`src/sha1s_pkg.sv`:
```
// shared types, codes and constants for the streaming sha-1 hash block
// no dependencies; imported by every module under src
`timescale 1ns / 1ps

package sha1s_pkg;

    // input beat: one message byte or an end-of-message mark
    typedef struct packed {
        logic       kind;
        logic [7:0] data_byte;
    } item_t;

    // output beat: one digest word
    typedef struct packed {
        logic [31:0] digest_word;
        logic [2:0]  word_index;
        logic        last_word;
    } result_t;

    localparam logic KIND_DATA = 1'b0;
    localparam logic KIND_END  = 1'b1;

    // ops carried from the front end to the compression core
    localparam logic OP_BYTE   = 1'b0;
    localparam logic OP_FINISH = 1'b1;

    typedef struct packed {
        logic       op;
        logic [7:0] value;
    } qent_t;

    typedef struct packed {
        logic  push;
        qent_t ent;
    } qpush_t;

    localparam int QDEPTH = 4;
    localparam int QPTR_W = $clog2(QDEPTH);

    localparam int DIGEST_WORDS = 5;
    localparam int BLOCK_WORDS  = 16;

    localparam logic [7:0] PAD_MARK    = 8'h80;
    localparam logic [5:0] LEN_POS     = 6'd56;
    localparam logic [5:0] LAST_POS    = 6'd63;
    localparam logic [6:0] LAST_ROUND  = 7'd79;
    localparam logic [2:0] LAST_INDEX  = 3'd4;

    function automatic logic [31:0] init_hash(input logic [2:0] idx);
        logic [31:0] h;
        unique case (idx)
            3'd0:    h = 32'h67452301;
            3'd1:    h = 32'hEFCDAB89;
            3'd2:    h = 32'h98BADCFE;
            3'd3:    h = 32'h10325476;
            default: h = 32'hC3D2E1F0;
        endcase
        return h;
    endfunction

    function automatic logic [31:0] round_k(input logic [6:0] r);
        logic [31:0] k;
        priority if (r < 7'd20) k = 32'h5A827999;
        else if (r < 7'd40)     k = 32'h6ED9EBA1;
        else if (r < 7'd60)     k = 32'h8F1BBCDC;
        else                    k = 32'hCA62C1D6;
        return k;
    endfunction

    function automatic logic [31:0] round_f(input logic [6:0] r, input logic [31:0] b,
                                            input logic [31:0] c, input logic [31:0] d);
        logic [31:0] f;
        priority if (r < 7'd20) f = (b & c) | (~b & d);
        else if (r < 7'd40)     f = b ^ c ^ d;
        else if (r < 7'd60)     f = (b & c) | (b & d) | (c & d);
        else                    f = b ^ c ^ d;
        return f;
    endfunction

endpackage

```
`src/sha1_stream_hash.sv`:
```
// top level of the streaming sha-1 hash: front end, op queue, compression core
// depends on sha1s_pkg, sha1s_front, sha1s_fifo, sha1s_core
//
//  channel  | valid        | stall        | payload           | per beat
//  ---------+--------------+--------------+-------------------+---------------------------
//  item     | item_valid   | item_stall   | item   (item_t)   | one byte or an end mark
//  digest   | digest_valid | digest_stall | digest (result_t) | one digest word, 5 per end
//
// data bytes go in one per cycle until the 4-entry queue fills; the core drains one byte
// per cycle while idle or in the chain add, and runs 80 rounds per 64-byte block.
// an end mark makes the front end emit 9 to 72 pad and length bytes, one per cycle unless
// the queue is full, with item_stall high; the five digest words follow the last compression.
// reset clears all control state and loads the initial chaining value at once.
// digest_stall holds the output register; the core keeps working until it needs it.
`timescale 1ns / 1ps

module sha1_stream_hash import sha1s_pkg::*;
(
    input  logic    clk,
    input  logic    rst_n,
    input  logic    item_valid,
    output logic    item_stall,
    input  item_t   item,
    output logic    digest_valid,
    input  logic    digest_stall,
    output result_t digest
);

    qpush_t q_wr;
    qent_t  q_head;
    logic   q_full;
    logic   q_avail;
    logic   q_rd;

    sha1s_front u_front
    (
        .clk        (clk),
        .rst_n      (rst_n),
        .item_valid (item_valid),
        .item_stall (item_stall),
        .item       (item),
        .q_full     (q_full),
        .q_wr       (q_wr)
    );

    sha1s_fifo u_fifo
    (
        .clk   (clk),
        .rst_n (rst_n),
        .wr    (q_wr),
        .rd    (q_rd),
        .head  (q_head),
        .avail (q_avail),
        .full  (q_full)
    );

    sha1s_core u_core
    (
        .clk          (clk),
        .rst_n        (rst_n),
        .q_head       (q_head),
        .q_avail      (q_avail),
        .q_rd         (q_rd),
        .digest_valid (digest_valid),
        .digest_stall (digest_stall),
        .digest       (digest)
    );

    // the front end never pushes into a full queue
    a_no_overflow: assert property (@(posedge clk) disable iff (!rst_n)
        !(q_wr.push && q_full))
        else $error("op pushed into full queue");

    // digest words follow each other without a gap once the first is out
    a_word_follow: assert property (@(posedge clk) disable iff (!rst_n)
        digest_valid && !digest_stall && !digest.last_word |=>
        digest_valid && (digest.word_index == $past(digest.word_index) + 3'd1))
        else $error("digest word missing or out of order");

    a_last_flag: assert property (@(posedge clk) disable iff (!rst_n)
        digest_valid |-> (digest.last_word == (digest.word_index == LAST_INDEX)))
        else $error("last_word disagrees with word_index");

    // an end mark cannot be taken while pad bytes are still being issued
    a_stall_pad: assert property (@(posedge clk) disable iff (!rst_n)
        item_valid && !item_stall && (item.kind == KIND_END) |=> item_stall)
        else $error("input taken during padding");

endmodule

```
`src/sha1s_front.sv`:
```
// front end: takes input beats, counts message bits and expands an end mark
// into pad bytes, length bytes and a finish op; depends on sha1s_pkg
`timescale 1ns / 1ps

module sha1s_front import sha1s_pkg::*;
(
    input  logic   clk,
    input  logic   rst_n,
    input  logic   item_valid,
    output logic   item_stall,
    input  item_t  item,
    input  logic   q_full,
    output qpush_t q_wr
);

    localparam logic [1:0] FR_IDLE = 2'd0;
    localparam logic [1:0] FR_PAD  = 2'd1;
    localparam logic [1:0] FR_LEN  = 2'd2;
    localparam logic [1:0] FR_FIN  = 2'd3;

    logic [1:0]  state_reg, state_next;
    logic [5:0]  pos_reg, pos_next;
    logic [63:0] count_reg, count_next;
    logic [63:0] len_reg, len_next;
    logic [2:0]  lcnt_reg, lcnt_next;
    logic        accept;
    logic [5:0]  pos_inc;

    assign item_stall = (state_reg != FR_IDLE) || q_full;
    assign accept     = item_valid && !item_stall;
    assign pos_inc    = pos_reg + 6'd1;

    always_comb
    begin
        state_next = state_reg;
        pos_next   = pos_reg;
        count_next = count_reg;
        len_next   = len_reg;
        lcnt_next  = lcnt_reg;
        q_wr       = '{push: 1'b0, ent: '{op: OP_BYTE, value: 8'h00}};
        unique case (state_reg)
            FR_IDLE:
            begin
                if (accept)
                begin
                    q_wr.push = 1'b1;
                    pos_next  = pos_inc;
                    if (item.kind == KIND_DATA)
                    begin
                        q_wr.ent.value = item.data_byte;
                        count_next     = count_reg + 64'd8;
                    end
                    else
                    begin
                        q_wr.ent.value = PAD_MARK;
                        len_next       = count_reg;
                        count_next     = '0;
                        lcnt_next      = '0;
                        state_next     = (pos_inc == LEN_POS) ? FR_LEN : FR_PAD;
                    end
                end
            end
            FR_PAD:
            begin
                if (!q_full)
                begin
                    q_wr.push = 1'b1;
                    pos_next  = pos_inc;
                    if (pos_inc == LEN_POS)
                    begin
                        state_next = FR_LEN;
                    end
                end
            end
            FR_LEN:
            begin
                // bit length goes out most significant byte first
                if (!q_full)
                begin
                    q_wr.push      = 1'b1;
                    q_wr.ent.value = len_reg[63:56];
                    len_next       = {len_reg[55:0], 8'h00};
                    pos_next       = pos_inc;
                    lcnt_next      = lcnt_reg + 3'd1;
                    if (lcnt_reg == 3'd7)
                    begin
                        state_next = FR_FIN;
                    end
                end
            end
            default:
            begin
                if (!q_full)
                begin
                    q_wr.push   = 1'b1;
                    q_wr.ent.op = OP_FINISH;
                    state_next  = FR_IDLE;
                end
            end
        endcase
    end

    always_ff @(posedge clk or negedge rst_n)
    begin
        if (!rst_n)
        begin
            state_reg <= FR_IDLE;
            pos_reg   <= '0;
            count_reg <= '0;
            lcnt_reg  <= '0;
        end
        else
        begin
            state_reg <= state_next;
            pos_reg   <= pos_next;
            count_reg <= count_next;
            lcnt_reg  <= lcnt_next;
        end
    end

    always_ff @(posedge clk)
    begin
        len_reg <= len_next;
    end

endmodule

```
`src/sha1s_fifo.sv`:
```
// short op queue between the front end and the compression core
// depends on sha1s_pkg
`timescale 1ns / 1ps

module sha1s_fifo import sha1s_pkg::*;
(
    input  logic   clk,
    input  logic   rst_n,
    input  qpush_t wr,
    input  logic   rd,
    output qent_t  head,
    output logic   avail,
    output logic   full
);

    qent_t             mem_reg [QDEPTH];
    logic [QPTR_W-1:0] wp_reg, wp_next;
    logic [QPTR_W-1:0] rp_reg, rp_next;
    logic [QPTR_W:0]   cnt_reg, cnt_next;
    logic              do_wr, do_rd;

    assign full  = (cnt_reg == (QPTR_W+1)'(QDEPTH));
    assign avail = (cnt_reg != '0);
    assign head  = mem_reg[rp_reg];
    assign do_wr = wr.push && !full;
    assign do_rd = rd && avail;

    always_comb
    begin
        wp_next  = do_wr ? wp_reg + QPTR_W'(1) : wp_reg;
        rp_next  = do_rd ? rp_reg + QPTR_W'(1) : rp_reg;
        cnt_next = cnt_reg + (QPTR_W+1)'(do_wr) - (QPTR_W+1)'(do_rd);
    end

    always_ff @(posedge clk or negedge rst_n)
    begin
        if (!rst_n)
        begin
            wp_reg  <= '0;
            rp_reg  <= '0;
            cnt_reg <= '0;
        end
        else
        begin
            wp_reg  <= wp_next;
            rp_reg  <= rp_next;
            cnt_reg <= cnt_next;
        end
    end

    always_ff @(posedge clk)
    begin
        if (do_wr)
        begin
            mem_reg[wp_reg] <= wr.ent;
        end
    end

endmodule

```
`src/sha1s_core.sv`:
```
// back end: packs bytes into the message window, runs 80 rounds per block,
// folds into the chaining value and streams the digest; depends on sha1s_pkg
`timescale 1ns / 1ps

module sha1s_core import sha1s_pkg::*;
(
    input  logic    clk,
    input  logic    rst_n,
    input  qent_t   q_head,
    input  logic    q_avail,
    output logic    q_rd,
    output logic    digest_valid,
    input  logic    digest_stall,
    output result_t digest
);

    localparam logic [1:0] BK_IDLE  = 2'd0;
    localparam logic [1:0] BK_ROUND = 2'd1;
    localparam logic [1:0] BK_ADD   = 2'd2;
    localparam logic [1:0] BK_OUT   = 2'd3;

    logic [1:0]  state_reg, state_next;
    logic [5:0]  pos_reg, pos_next;
    logic [6:0]  round_reg, round_next;
    logic [2:0]  oidx_reg, oidx_next;
    logic        out_valid_reg, out_valid_next;
    result_t     out_reg;
    logic [31:0] win_reg [BLOCK_WORDS];
    logic [31:0] chain_reg [DIGEST_WORDS];
    logic [31:0] a_reg, b_reg, c_reg, d_reg, e_reg;

    logic        take_byte;
    logic [1:0]  lane;
    logic [3:0]  widx;
    logic [31:0] merged;
    logic [31:0] sched_mix;
    logic [31:0] sched_new;
    logic [31:0] t_sum;
    logic        out_load;

    // bytes may also drain during the chain add, a finish op may not
    assign q_rd      = q_avail && ((state_reg == BK_IDLE) ||
                                   ((state_reg == BK_ADD) && (q_head.op == OP_BYTE)));
    assign take_byte = q_rd && (q_head.op == OP_BYTE);
    assign lane      = pos_reg[1:0];
    assign widx      = pos_reg[5:2];
    assign merged    = (lane == 2'd0) ? {q_head.value, 24'h000000}
                     : (win_reg[widx] | ({24'h000000, q_head.value} << {~lane, 3'b000}));

    // rolling schedule: window slot 0 always holds w for the current round
    assign sched_mix = win_reg[13] ^ win_reg[8] ^ win_reg[2] ^ win_reg[0];
    assign sched_new = {sched_mix[30:0], sched_mix[31]};
    assign t_sum     = {a_reg[26:0], a_reg[31:27]} + round_f(round_reg, b_reg, c_reg, d_reg)
                     + e_reg + round_k(round_reg) + win_reg[0];

    assign out_load  = (state_reg == BK_OUT) && (!out_valid_reg || !digest_stall);

    always_comb
    begin
        state_next     = state_reg;
        round_next     = round_reg;
        oidx_next      = oidx_reg;
        pos_next       = take_byte ? pos_reg + 6'd1 : pos_reg;
        out_valid_next = out_valid_reg;
        if (out_valid_reg && !digest_stall)
        begin
            out_valid_next = 1'b0;
        end
        unique case (state_reg)
            BK_IDLE:
            begin
                if (q_rd)
                begin
                    if (q_head.op == OP_FINISH)
                    begin
                        state_next = BK_OUT;
                        oidx_next  = '0;
                    end
                    else if (pos_reg == LAST_POS)
                    begin
                        state_next = BK_ROUND;
                        round_next = '0;
                    end
                end
            end
            BK_ROUND:
            begin
                round_next = round_reg + 7'd1;
                if (round_reg == LAST_ROUND)
                begin
                    state_next = BK_ADD;
                end
            end
            BK_ADD:
            begin
                state_next = BK_IDLE;
            end
            default:
            begin
                if (out_load)
                begin
                    out_valid_next = 1'b1;
                    oidx_next      = oidx_reg + 3'd1;
                    if (oidx_reg == LAST_INDEX)
                    begin
                        state_next = BK_IDLE;
                    end
                end
            end
        endcase
    end

    always_ff @(posedge clk or negedge rst_n)
    begin
        if (!rst_n)
        begin
            state_reg     <= BK_IDLE;
            pos_reg       <= '0;
            round_reg     <= '0;
            oidx_reg      <= '0;
            out_valid_reg <= 1'b0;
            a_reg         <= '0;
            b_reg         <= '0;
            c_reg         <= '0;
            d_reg         <= '0;
            e_reg         <= '0;
            for (int i = 0; i < DIGEST_WORDS; i++)
            begin
                chain_reg[i] <= init_hash(3'(i));
            end
        end
        else
        begin
            state_reg     <= state_next;
            pos_reg       <= pos_next;
            round_reg     <= round_next;
            oidx_reg      <= oidx_next;
            out_valid_reg <= out_valid_next;
            if ((state_reg == BK_IDLE) && take_byte && (pos_reg == LAST_POS))
            begin
                a_reg <= chain_reg[0];
                b_reg <= chain_reg[1];
                c_reg <= chain_reg[2];
                d_reg <= chain_reg[3];
                e_reg <= chain_reg[4];
            end
            else if (state_reg == BK_ROUND)
            begin
                a_reg <= t_sum;
                b_reg <= a_reg;
                c_reg <= {b_reg[1:0], b_reg[31:2]};
                d_reg <= c_reg;
                e_reg <= d_reg;
            end
            if (state_reg == BK_ADD)
            begin
                chain_reg[0] <= chain_reg[0] + a_reg;
                chain_reg[1] <= chain_reg[1] + b_reg;
                chain_reg[2] <= chain_reg[2] + c_reg;
                chain_reg[3] <= chain_reg[3] + d_reg;
                chain_reg[4] <= chain_reg[4] + e_reg;
            end
            else if (out_load && (oidx_reg == LAST_INDEX))
            begin
                // last word is in the output register, start the next message fresh
                for (int i = 0; i < DIGEST_WORDS; i++)
                begin
                    chain_reg[i] <= init_hash(3'(i));
                end
            end
        end
    end

    always_ff @(posedge clk)
    begin
        if (state_reg == BK_ROUND)
        begin
            for (int i = 0; i < BLOCK_WORDS - 1; i++)
            begin
                win_reg[i] <= win_reg[i + 1];
            end
            win_reg[BLOCK_WORDS - 1] <= sched_new;
        end
        else if (take_byte)
        begin
            win_reg[widx] <= merged;
        end
        if (out_load)
        begin
            out_reg.digest_word <= chain_reg[oidx_reg];
            out_reg.word_index  <= oidx_reg;
            out_reg.last_word   <= (oidx_reg == LAST_INDEX);
        end
    end

    assign digest_valid = out_valid_reg;
    assign digest       = out_reg;

endmodule
```
`config.mk`:
```
export PLATFORM = sky130hd
export DESIGN_NAME = sha1_stream_hash
export DESIGN_NICKNAME = d
export VERILOG_FILES = /design/src/sha1s_pkg.sv /design/src/sha1_stream_hash.sv /design/src/sha1s_front.sv /design/src/sha1s_fifo.sv /design/src/sha1s_core.sv
export SDC_FILE = /design/constraint.sdc
export NUM_CORES = 2
export LEC_CHECK = 0
export ABC_AREA = 0
export BUFFER_PORTS_ARGS = -buffer_cell sky130_fd_sc_hd__buf_4
export CORE_ASPECT_RATIO = 0.5
export CORE_MARGIN = 5
export CORE_UTILIZATION = 55
export DETAILED_ROUTE_END_ITERATION = 8
export PLACE_DENSITY = 0.71
export SLEW_MARGIN = 20
export SYNTH_ARGS = -nofsm -noshare
export SYNTH_HDL_FRONTEND = slang
export SYNTH_HIERARCHICAL = 1
export SYNTH_SLANG_ARGS = --single-unit
```
`constraint.sdc`:
```
create_clock -name clk -period 9 [get_ports clk]
set_clock_uncertainty 0.2 [all_clocks]
set_input_delay 1.8 -clock clk [delete_from_list [all_inputs] [get_ports clk]]
set_output_delay 1.8 -clock clk [all_outputs]
set_load 0.05 [all_outputs]
```
==> results.json <==
{
  "min-delay-start": "u_core/digest_valid",
  "post_cts_buffers": 0,
  "ys_ff_latch": 1063,
  "grt_pass1_vias": 45300,
  "worstSetupStartpoint": "u_core/round_reg[4]",
  "final_layout_size_suffix_gt1_frac": 0.195,
  "finalNetCount": 5759,
  "synth-edff-count": 645,
  "largest_reg_flops": 512,
  "drt-wirelength-per-cell_microns": 26.2,
  "slowest_delay_ps": 760,
  "die_w_microns": 493,
  "fp-row-count": 88,
  "num_vias": 45600,
  "synth_cell_types": 102,
  "insertion_delay_ps": 740,
  "grt_usage": 0.293,
  "rsz0062_at_grt": "no",
  "endpoint_kind": "flip-flop",
  "grt_pass1_wl_microns": 281000,
  "arrival_ps": 8460,
  "seq_area_sq_um": 29900,
  "cts_buffers": 99,
  "outcome": "finished, final reports clean",
  "ys_seq_area_frac": 0.466,
  "synth-main-ff-cell": "edfxtp_1",
  "cts_max_level": 3,
  "io_pins": 51,
  "synth_top_area_frac": 0.302,
  "cp.buffers_inverters": 3,
  "crit_fanout": 18,
  "drt-total-wl_microns": 184000,
  "first_iter_violations": 4901,
  "cts_resized": 0,
  "synth_area_sq_um": 64200,
  "fillers": 9172,
  "area_growth_pct": 8.04,
  "overflow": 0,
  "place_hpwl_microns": 119000,
  "dp_slack_ps": 1050,
  "final_cell_count_no_fill": 7020,
  "drv_cap": 0,
  "hold_viol": 0,
  "cp_cell_sequence": "a41oi_1 > nand2_1 > nand2_1 > clkinv_1 > a221oi_1 > fa_1 > fa_1 > fa_1 > inv_1 > ha_1 > inv_1 > fa_1 > nor2b_1 > o21ai_1 > a21oi_1 > o32ai_1 > o22ai_1 > a41o_1 > o41ai_1 > or4b_2 > a41oi_1",
  "cts.sinks": 1063,
  "cts.clk_slew.worst_paths_ps": 70,
  "rr_worst_depth": 21,
  "grt_max_degree": 157,
  "die_y_microns": 252,
  "start_kind": "flip-flop",
  "relSlewSlack": 0.217,
  "tns_ps": 0,
  "cp_top_family": "compound AO/OA/AOI/OAI gates",
  "clk_path_buf_depth": 3,
  "cts_tree": "done",
  "syn_inst": 5476,
  "core_area_sq_um": 116000,
  "hold_path.class": "reg -> reg",
  "min_delay_path_depth": 2,
  "syn-mean-instance-area_sq_um": 11.7,
  "dieArea_sq_um": 124000,
  "crit_top_cell": "fa_1",
  "synthTopCellsByArea": "edfxtp_1 30%, dfrtp_1 13%, mux2_2 7.5%",
  "timing.fmax_mhz": 124,
  "drtPass1Iterations": 6,
  "crit_slowest_cell": "a41oi_1",
  "critical_path.endpoint": "u_core/a_reg[23]",
  "yosysWarningCount": 6,
  "port_buffers": 50,
  "layout_commonest_cell": "edfxtp_1",
  "yosys.area.top_type": "edfxtp_1",
  "multi_input_area_sq_um": 32200,
  "critPathKind": "reg -> reg",
  "synth_fp_nets": 5833,
  "reg2reg_from": "u_core/round_reg[4]",
  "antenna_found_initial": 5,
  "r2r_slack_ps": 940,
  "drc": 0,
  "layout_setup_ws_ps": 943,
  "worstSetupPathDepth": 21,
  "dpl.cell_count": 6831,
  "period_minus_slack_ps": 8060,
  "cp.required_ps": 9410,
  "via_per_inst": 6.49,
  "place.gp.congestion": 0.939,
  "fin_crit_sh": 0.895,
  "ctsHoldBuffers": 0,
  "setup_violations": 0,
  "drv_slew": 0,
  "root_buffer": "clkbuf_16",
  "ys_async_sr_fraction": 0.393,
  "layout_common_cells": "645 x edfxtp_1, 426 x mux2_2, 411 x nor2_1, 399 x a21oi_1, 380 x nand2_1",
  "reg2reg_to": "u_core/a_reg[23]",
  "start_util": 0.555,
  "final_antenna_net_count": 0,
  "worstMarginPinSlew_ps": 1170
}
-- metal layers --
layer,share of wire,vias up,track usage
met3,0.088,409,0.0601
met4,0.037,6,0.0996
met1,0.41,23000,0.404
li1,-,20000,-
met5,0.00022,-,0
met2,0.46,2112,0.469
-- kinds of logic after synthesis --
kind of cell	count (synthesis)	synth area share
multiplexers	806	0.173
XOR/XNOR	301	0.0411
AND/OR/NAND/NOR	1209	0.0888
adder cells (fa/ha/maj)	344	0.0818
flip-flops	1063	0.466
AO/OA/AOI/OAI	1181	0.114
buffers and inverters	572	0.0349
-- tightest hold or removal path, stage by stage (launching register included) --
cell,delay [ps]
dfrtp_1,340
nand2_1,70
nand2_1,50
-- synth_stat cells (19+ instances only) --
| cell type | n |
|---|---|
| a21o_1 | 97 |
| a21oi_1 | 401 |
| a221oi_1 | 19 |
| a22o_1 | 59 |
| a31oi_1 | 20 |
| and3_1 | 32 |
| buf_2 | 58 |
| clkbuf_1 | 218 |
| dfrtp_1 | 338 |
| dfstp_2 | 80 |
| edfxtp_1 | 645 |
| fa_1 | 126 |
| ha_1 | 218 |
| inv_1 | 270 |
| mux2_2 | 426 |
| mux2i_1 | 179 |
| mux4_2 | 201 |
| nand2_1 | 381 |
| nand2b_1 | 40 |
| nand3_1 | 70 |
| nand4_1 | 36 |
| nor2_1 | 425 |
| nor2b_1 | 37 |
| nor3_1 | 39 |
| o21a_1 | 26 |
| o21ai_0 | 335 |
| o21bai_1 | 19 |
| o31ai_1 | 24 |
| or2_2 | 19 |
| or3_1 | 25 |
| xnor2_1 | 187 |
| xor2_1 | 114 |
-- area by class of cell --
class / count / area share
diodes: 2 / 0.0000722
clock buffers: 138 / 0.0391
clock inverters: 49 / 0.00810
inverters: 275 / 0.0149
multi-input cells: 3841 / 0.464
flip-flops and latches: 1063 / 0.432
well taps: 1530 / 0.0276
repair buffers: 122 / 0.0140
-- through the flow --
| stage | hold WS, ps | instance area, sq um | utilization |
|---|---|---|---|
| after floorplan | 249 | 64200 | - |
| after global placement | 275 | 66100 | 0.571 |
| after detailed placement | 283 | 66100 | 0.571 |
| after CTS | 298 | 69300 | 0.600 |
| after global routing | 338 | 69300 | 0.600 |
| final | 289 | 69300 | 0.600 |
-- worst min path at each step --
stage / endpoint / slack [ps]
4_1_cts: u_core/digest_valid / 300
6_report: u_core/digest_valid / 290
5_1_grt: u_front/pos_reg[5] / 340
3_3_place_gp: u_core/digest_valid / 270
3_5_place_dp: u_core/digest_valid / 280
2_1_floorplan: u_core/digest[2] / 250
Power is not shown: default switching activity piles up to over one toggle a cycle in this logic, so the estimate is an artifact.
